===== config.mk =====
export PLATFORM = sky130hd
export DESIGN_NAME = ljpf_fifo
export DESIGN_NICKNAME = d
export VERILOG_FILES = /design/src/rtl/ljpf_pkg.sv /design/src/rtl/ljpf_fifo.sv
export SDC_FILE = /design/constraint.sdc
export NUM_CORES = 1
export LEC_CHECK = 0
export ABC_CLOCK_PERIOD_IN_PS = 14400
export BUFFER_PORTS_ARGS = -buffer_cell sky130_fd_sc_hd__buf_2
export CORE_MARGIN = 2
export CORE_UTILIZATION = 45
export CTS_CLUSTER_SIZE = 28
export DETAILED_ROUTE_END_ITERATION = 10
export PLACE_DENSITY_LB_ADDON = 0.25
export SLEW_MARGIN = 20
export SYNTH_ARGS = -nofsm -noshare
export SYNTH_HDL_FRONTEND = slang
export SYNTH_SLANG_ARGS = --single-unit

===== constraint.sdc =====
create_clock -name clock -period 14.4 [get_ports clock]
set_input_delay 2.16 -clock clock [delete_from_list [all_inputs] [get_ports clock]]
set_output_delay 2.16 -clock clock [all_outputs]
set_load 0.005 [all_outputs]

===== src/rtl/ljpf_pkg.sv =====
package ljpf_pkg;

   typedef enum logic [1:0] {
      CSR_BOX_LENGTH       = 2'd0,
      CSR_CUTOFF_SQUARED   = 2'd1,
      CSR_REPULSIVE_COEFF  = 2'd2,
      CSR_ATTRACTIVE_COEFF = 2'd3
   } csr_index_type;

   localparam logic [30:0] BOX_LENGTH_RESET     = 31'd20971520;
   localparam logic [47:0] CUTOFF_SQUARED_RESET = 48'd1212153856;

   localparam int DIV_STAGES = 64;
   localparam int FIFO_DEPTH = 4;
   localparam int PTR_W      = $clog2(FIFO_DEPTH);
   localparam int CNT_W      = PTR_W + 1;
   localparam logic [CNT_W-1:0] FIFO_COUNT_MAX = CNT_W'(FIFO_DEPTH);

   localparam logic [63:0] ALL_ONES   = 64'hFFFF_FFFF_FFFF_FFFF;
   localparam logic [63:0] INT64_MAX  = 64'h7FFF_FFFF_FFFF_FFFF;
   localparam logic [63:0] INT64_MIN  = 64'h8000_0000_0000_0000;
   localparam logic [63:0] FFAC_LIMIT = ALL_ONES / 64'd6;

   typedef struct packed {
      logic             in_range;
      logic [2:0]       neg;
      logic [2:0][31:0] mag;
   } item_type;

   typedef struct packed {
      item_type    item;
      logic [47:0] divisor;
   } pair_type;

   typedef struct packed {
      item_type    item;
      logic [63:0] rinv;
      logic [63:0] r2;
      logic [63:0] r6;
      logic [63:0] av;
      logic [63:0] edif;
      logic [63:0] gmag;
      logic [63:0] emag;
      logic [63:0] m1;
      logic [63:0] ffac;
      logic        eneg;
      logic        gneg;
   } stage_type;

   // product >> s, saturated to 64 bits
   function automatic logic [63:0] shr_sat(input logic [127:0] p, input int s);
      logic [127:0] sh;
      sh = p >> s;
      return (sh[127:64] != 64'd0) ? ALL_ONES : sh[63:0];
   endfunction

   function automatic logic [63:0] signed_out(input logic [63:0] mag, input logic neg);
      logic [63:0] m;
      if (!neg) begin
         return (mag > INT64_MAX) ? INT64_MAX : mag;
      end
      m = (mag > INT64_MIN) ? INT64_MIN : mag;
      return 64'd0 - m;
   endfunction

endpackage


===== src/rtl/ljpf_fifo.sv =====
module ljpf_fifo import ljpf_pkg::*; (
   input  logic     clock,
   input  logic     reset,
   input  logic     in_valid,
   output logic     in_ready,
   input  pair_type in_data,
   output logic     out_valid,
   input  logic     out_ready,
   output pair_type out_data
);

   pair_type               mem_ff [FIFO_DEPTH];
   logic [PTR_W-1:0]       wr_ptr_ff, rd_ptr_ff;
   logic [CNT_W-1:0]       count_ff, count_in;
   logic                   push, pop;

   assign in_ready  = count_ff != FIFO_COUNT_MAX;
   assign out_valid = count_ff != '0;
   assign out_data  = mem_ff[rd_ptr_ff];
   assign push      = in_valid && in_ready;
   assign pop       = out_valid && out_ready;

   always_comb begin
      count_in = count_ff;
      if (push && !pop) begin
         count_in = count_ff + 1'b1;
      end else if (pop && !push) begin
         count_in = count_ff - 1'b1;
      end
   end

   always_ff @(posedge clock) begin
      if (reset) begin
         wr_ptr_ff <= '0;
         rd_ptr_ff <= '0;
         count_ff  <= '0;
      end else begin
         if (push) begin
            wr_ptr_ff <= wr_ptr_ff + 1'b1;
         end
         if (pop) begin
            rd_ptr_ff <= rd_ptr_ff + 1'b1;
         end
         count_ff <= count_in;
      end
   end

   always_ff @(posedge clock) begin
      if (push) begin
         mem_ff[wr_ptr_ff] <= in_data;
      end
   end

`ifndef SYNTH
   a_count_bound: assert property (@(posedge clock) disable iff (reset)
      count_ff <= FIFO_COUNT_MAX)
      else $error("queue count overflow");
   a_ptr_gap: assert property (@(posedge clock) disable iff (reset)
      (count_ff == '0 || count_ff == FIFO_COUNT_MAX) |-> wr_ptr_ff == rd_ptr_ff)
      else $error("queue pointers disagree with count");
`endif

endmodule


==> flow_summary_export.csv, run 1 <==
group,metric,value,unit
floorplan,rows,80,
pwr,vdd_drop_max,0.121,mV
sta,max_freq,0.173,GHz
floorplan,start_util,45.8,%
logic_synthesis,seq_area_frac_synth,81.8,%
status,status,"complete, no violations",
logic_synthesis,synthTopCellsByArea,"edfxtp_1, mux4_2, buf_12",
critical_path,cp.arrival,3.62,ns
clocking,cts.sinks,601,
routing,drtPass1Iterations,5,
floorplan,die_area,0.0505,sq mm
logic_synthesis,syn-num-nets,979,
sta,slew_headroom,27.4,%
place,dp.final_hpwl,25200,um
critical_path,endpoint_kind,"primary output",
min_path,holdPathStages,2,
floorplan,core_area,0.0479,sq mm
critical_path,timing.rr.start,"count_ff[0]",
min_path,hp-start,"wr_ptr_ff[1]",
clocking,cts_inserted_buffers,58,
finish,nNetsFinal,1319,
finish,layout.cells.non_filler,1825,
clocking,worstSkewPairLatency,0.59,ns
clocking,cts_setup_buffers,0,
place,dp.cells,1716,
routing,wirelength,41600,um
sta,rsz0062_at_grt,"no",
critical_path,cp_top_family,"buffers and inverters",
logic_synthesis,synth_xor_area_share,0.160,%
finish,drive_gt1_share,45.3,%
logic_synthesis,synth_edf_count,592,
critical_path,cp_cell_sequence,"buf_4, buf_4, mux4_2, buf_2",
pwr,cellPowerDensity,177,mW/mm^2
place,routabilityCongestion,0.747,
critical_path,cp.depth,4,
sta,worstMarginPinSlew,1.09,ns
clocking,cts_resized,0,
critical_path,startpoint_type,"flop",
critical_path,crit_fanout,49,
place,io_buffers,301,
min_path,hold_path_end,"wr_ptr_ff[1]",
critical_path,crit_path_frequent_cell,"buf_4",
floorplan,die_h,225,um
finish,num-fill-cells,3614,
sta,drv_slew,0,
logic_synthesis,yosys_most_used_dff,"edfxtp_1",
logic_synthesis,syn_area,0.0219,sq mm
place,pre_cts_slack,9.06,ns
logic_synthesis,yosysTopAreaCell,"edfxtp_1",
clocking,htreeDepth,2,
logic_synthesis,avgSynthCellArea,26.7,sq um
critical_path,reg2regPathDepth,4,
sta,holdWs,0.525,ns
routing,drc,0,
sta,final.setup_skew,0.0130,ns
logic_synthesis,yosys_warnings,0,
floorplan,num_io_pins,302,
logic_synthesis,synthSimpleGateAreaFrac,0.382,%
critical_path,critical-path-max-stage-delay,0.85,ns
sta,setup_viol,0,
logic_synthesis,synth_top_family_by_area,"multiplexers",
clocking,root_buffer,"clkbuf_16",
sta,final.setup.tns,0,ns
sta,hold_viol_final,0,
logic_synthesis,synth_adder_area_share,0.376,%
critical_path,regToRegEndpoint,"mem_ff[0][96]",
grt,grt_max_degree,71,
routing,via_per_inst,5.31,
routing,vias,9698,
critical_path,worstSetupPathType,"flop to primary output",
critical_path,rrSetupSlack,11.35,ns
min_path,min_path_type,"flop to flop",
logic_synthesis,muxShareOfSynthArea,15.3,%
sta,fin_ws,8.62,ns
routing,wire_per_inst,22.8,um
grt,grt_pass1_vias,10100,
clocking,cts_tree,"built",
logic_synthesis,synth-compound-area-share,0.171,%
run,maxCapViolations,0,
sta,fin_crit,5.78,ns
critical_path,cp_slowest_cell,"buf_4",
grt,antenna_found_initial,9,
grt,grt_pass1_wl,62300,um
logic_synthesis,synth.ff_latch_count,601,
logic_synthesis,postSynthCellCount,821,
clocking,cts.clk_slew.worst_paths,0.06,ns
pwr,power.total,0.00455,W
finish,area.growth.synth_to_final,17.4,%
sta,finalCritPeriodShare,40.2,%
clocking,cts_buffer_depth,3,
logic_synthesis,ys_types,26,
floorplan,fp.dieW,225,um
grt,grt_use_total,16.5,%
critical_path,critPathBufInv,3,
critical_path,required,12.24,ns
logic_synthesis,synth-async-reset-ratio,0,%
logic_synthesis,synth_top_area_share,81.0,%
clocking,holdBufCountCts,0,
pwr,leakage,8.55,nW
grt,grt-ovfl-total,0,
routing,ant_nets,0,
routing,drt_iter0_drc,587,
-- Yosys cell counts (3+ instances only) --
cell type and instances:
nor2_1 8, buf_12 11, mux4_2 148, ha_1 5, buf_2 13, inv_1 3
edfxtp_1 592, xor2_1 4, dfxtp_1 9, and2_1 4
-- logic make-up (layout without fill, tap and decap cells) --
| kind of cell | after synthesis | after routing |
|---|---|---|
| flops | 601 | 601 |
| other cells | 0 | 2 |
| simple gates | 17 | 17 |
| xor+xnor | 4 | 4 |
| fa+ha+maj | 6 | 6 |
| mux | 151 | 151 |
| compound gates | 5 | 5 |
| buf+inv | 37 | 424 |
-- how the worst max path moves through the flow --
stage          startpoint           end  slack [ns]
2_1_floorplan    in_valid  mem_ff[0][0]        8.02
3_5_place_dp         flop  out_data[99]        9.06
6_report             flop  out_data[99]        8.62
4_1_cts              flop  out_data[99]        8.40
3_3_place_gp         flop  out_data[99]        9.07
5_1_grt              flop  out_data[99]        8.22
-- per-stage QoR --
stage / utilization [%] / cell area (sq um)
2_1_floorplan: - / 21900
6_report: 53.7 / 25800
3_3_place_gp: 50.0 / 24000
5_1_grt: 53.7 / 25800
4_1_cts: 53.7 / 25800
3_5_place_dp: 50.0 / 24000
-- power by group --
part	total (W)	internal (W)	leakage, nW	switching (W)
Clock	0.00142	0.000819	0.877	0.000603
Combinational	0.000946	0.000477	2.17	0.000469
Sequential	0.00219	0.00213	5.50	0.0000606
-- tightest hold or removal path, stage by stage, from the launching register on --
cell	delay (ns)
dfxtp_1	0.34
nand2b_1	0.07
mux2i_1	0.06
-- layout make-up --
| type | instances | area (sq um) | share of cell area, % |
|---|---|---|---|
| clock buffers | 84 | 1630 | 6.34 |
| clock inverters | 23 | 164 | 0.636 |
| well taps | 615 | 769 | 2.99 |
| inverters | 3 | 11.3 | 0.0437 |
| flip-flops and latches | 601 | 18000 | 69.7 |
| repair buffers | 314 | 1600 | 6.23 |
| diodes | 2 | 5.00 | 0.0194 |
| multi-input cells | 183 | 3610 | 14.0 |
-- metal layers --
layer	vias to the layer above	GRT usage [%]	wire length, um
met3	67	5.06	2900
li1	4249	-	-
met4	16	4.98	700
met1	5117	22.3	17300
met5	-	0	100
met2	249	26.2	20600
-- registers in the layout, indices dropped and copies added, names as in the netlist, named ones only --
register	flops
mem_ff	592
count_ff	3
rd_ptr_ff	2
wr_ptr_ff	2
-- layout by cell type, fill, tap and decap left out, types with 3 or more instances in the layout --
master	count
edfxtp_1	592
buf_2	301
mux4_2	148
clkbuf_16	61
clkbuf_1	21
buf_4	13
clkinv_1	9
clkinv_2	9
nor2_1	8
dfxtp_1	7
ha_1	5
and2_4	4
xor2_1	4
inv_1	3
No activity file was read; power rests on OpenSTA's default activity.
==> run 2, diff against run 1 <==
Settings changed: ABC_CLOCK_PERIOD_IN_PS 14400 to 4800.
Clock period 14.4 ns to 4.8 ns, I/O delays scaled along.
==> flow_summary_export.csv, run 2 (synthesized netlist as in run 1, its figures left out) <==
group,metric,value,unit
routing,drtPass1Iterations,4,
floorplan,core_area,0.0479,sq mm
sta,finalCritPeriodShare,70.5,%
critical_path,crit_fanout,33,
clocking,htreeDepth,2,
grt,grt_pass1_wl,63700,um
sta,worstMarginPinSlew,0.990,ns
routing,ant_nets,0,
routing,drt_iter0_drc,674,
finish,drive_gt1_share,46.2,%
routing,vias,9758,
grt,grt_use_total,17.1,%
clocking,holdBufCountCts,0,
clocking,cts_setup_buffers,0,
finish,area.growth.synth_to_final,18.8,%
place,dpl-instance-area,0.0241,sq mm
critical_path,worstSetupPathType,"flop to primary output",
floorplan,rows,80,
critical_path,critical-path-max-stage-delay,0.78,ns
finish,top_register,"mem_ff",
sta,slew_headroom,34.0,%
finish,num-fill-cells,3629,
critical_path,critPathBufInv,2,
run,maxCapViolations,0,
critical_path,startpoint_type,"flop",
routing,wire_per_inst,23.5,um
finish,nNetsFinal,1331,
clocking,cts_buffer_depth,3,
grt,grt_pass1_vias,10200,
critical_path,endpoint_kind,"primary output",
place,routabilityCongestion,0.710,
critical_path,cp_cell_sequence,"buf_4, mux4_2, buf_2",
critical_path,cp_slowest_cell,"dfxtp_4",
sta,max_freq,0.296,GHz
place,dp.final_hpwl,26600,um
min_path,min_path_type,"primary input to flop",
clocking,root_buffer,"clkbuf_16",
finish,final_util,54.3,%
sta,hold_viol_final,0,
clocking,cts.sinks,601,
clocking,cts_inserted_buffers,60,
finish,final_common_cell,"edfxtp_1",
clocking,cts_tree,"built",
finish,final_area,0.0261,sq mm
finish,most-common-layout-cells,"edfxtp_1, buf_2, mux4_2",
pwr,cellPowerDensity,537,mW/mm^2
critical_path,cp.arrival,2.66,ns
sta,final.setup_skew,0.0102,ns
critical_path,cp_top_family,"flip-flops",
grt,grt-ovfl-total,0,
grt,grt_max_degree,61,
clocking,cts_resized,0,
sta,drv_slew,0,
floorplan,die_area,0.0505,sq mm
floorplan,die_h,225,um
sta,setup_viol,0,
pwr,leakage,8.68,nW
sta,final.setup.tns,0,ns
finish,ff_latch_area,0.0180,sq mm
sta,rsz0062_at_grt,"no",
floorplan,num_io_pins,302,
pwr,power.total,0.0140,W
grt,antenna_found_initial,10,
finish,biggestRegsByFlops,"mem_ff (592), count_ff (3)",
status,status,"complete, no violations",
finish,multiInputGateArea,0.00361,sq mm
critical_path,required,4.08,ns
routing,drc,0,
finish,largest_reg_flops,592,
routing,wirelength,43200,um
sta,fin_crit,3.38,ns
floorplan,start_util,45.8,%
pwr,vdd_drop_max,0.333,mV
place,io_buffers,301,
routing,via_per_inst,5.31,
floorplan,fp.dieW,225,um
clocking,worstSkewPairLatency,0.60,ns
clocking,cts.clk_slew.worst_paths,0.06,ns
[run 2: area by class of cell]
cell class              count  area share, %
flip-flops and latches    601           69.0
multi-input cells         183           13.9
repair buffers            324           6.83
clock buffers              79           6.31
well taps                 615           2.95
clock inverters            28           1.01
inverters                   3         0.0432
diodes                      3         0.0288
[run 2: stage by stage]
| step | worst slack (ns) | hold slack, ns | cells |
|---|---|---|---|
| final | 1.42 | 0.321 | 1836 |
| after CTS | 1.26 | 0.281 | 1833 |
| after global routing | 1.18 | 0.294 | 1833 |
| after detailed placement | 1.85 | 0.519 | 1726 |
| after global placement | 1.89 | 0.514 | 1726 |
| after floorplan | 1.50 | 0.482 | 821 |
[run 2: routing by layer]
metal,GRT usage [%],wire length [um],up-vias
met3,4.95,2970,73
met5,0,95,-
met1,23.4,18400,5138
li1,-,-,4259
met2,27.1,20900,272
met4,5.04,806,16
[run 2: final timing paths]
| kind | startpoint | to | slack [ns] | cells after the start |
|---|---|---|---|---|
| worst max-delay path | flop | out_data[47] | 1.42 | 3 |
| worst min-delay path | in_data[70] | mem_ff[3][70] | 0.32 | 1 |
| worst max register to register | count_ff[0] | mem_ff[3][141] | 2.16 | 4 |
| worst min register to register | wr_ptr_ff[1] | wr_ptr_ff[1] | 0.52 | 2 |
[run 2: power by group]
part           leakage [nW]  switching, W  total [W]  internal, W
sequential             5.50      0.000231    0.00660      0.00637
combinational          2.25       0.00140    0.00289      0.00149
clock                 0.932       0.00185    0.00451      0.00265
total                  8.68       0.00348     0.0140       0.0105
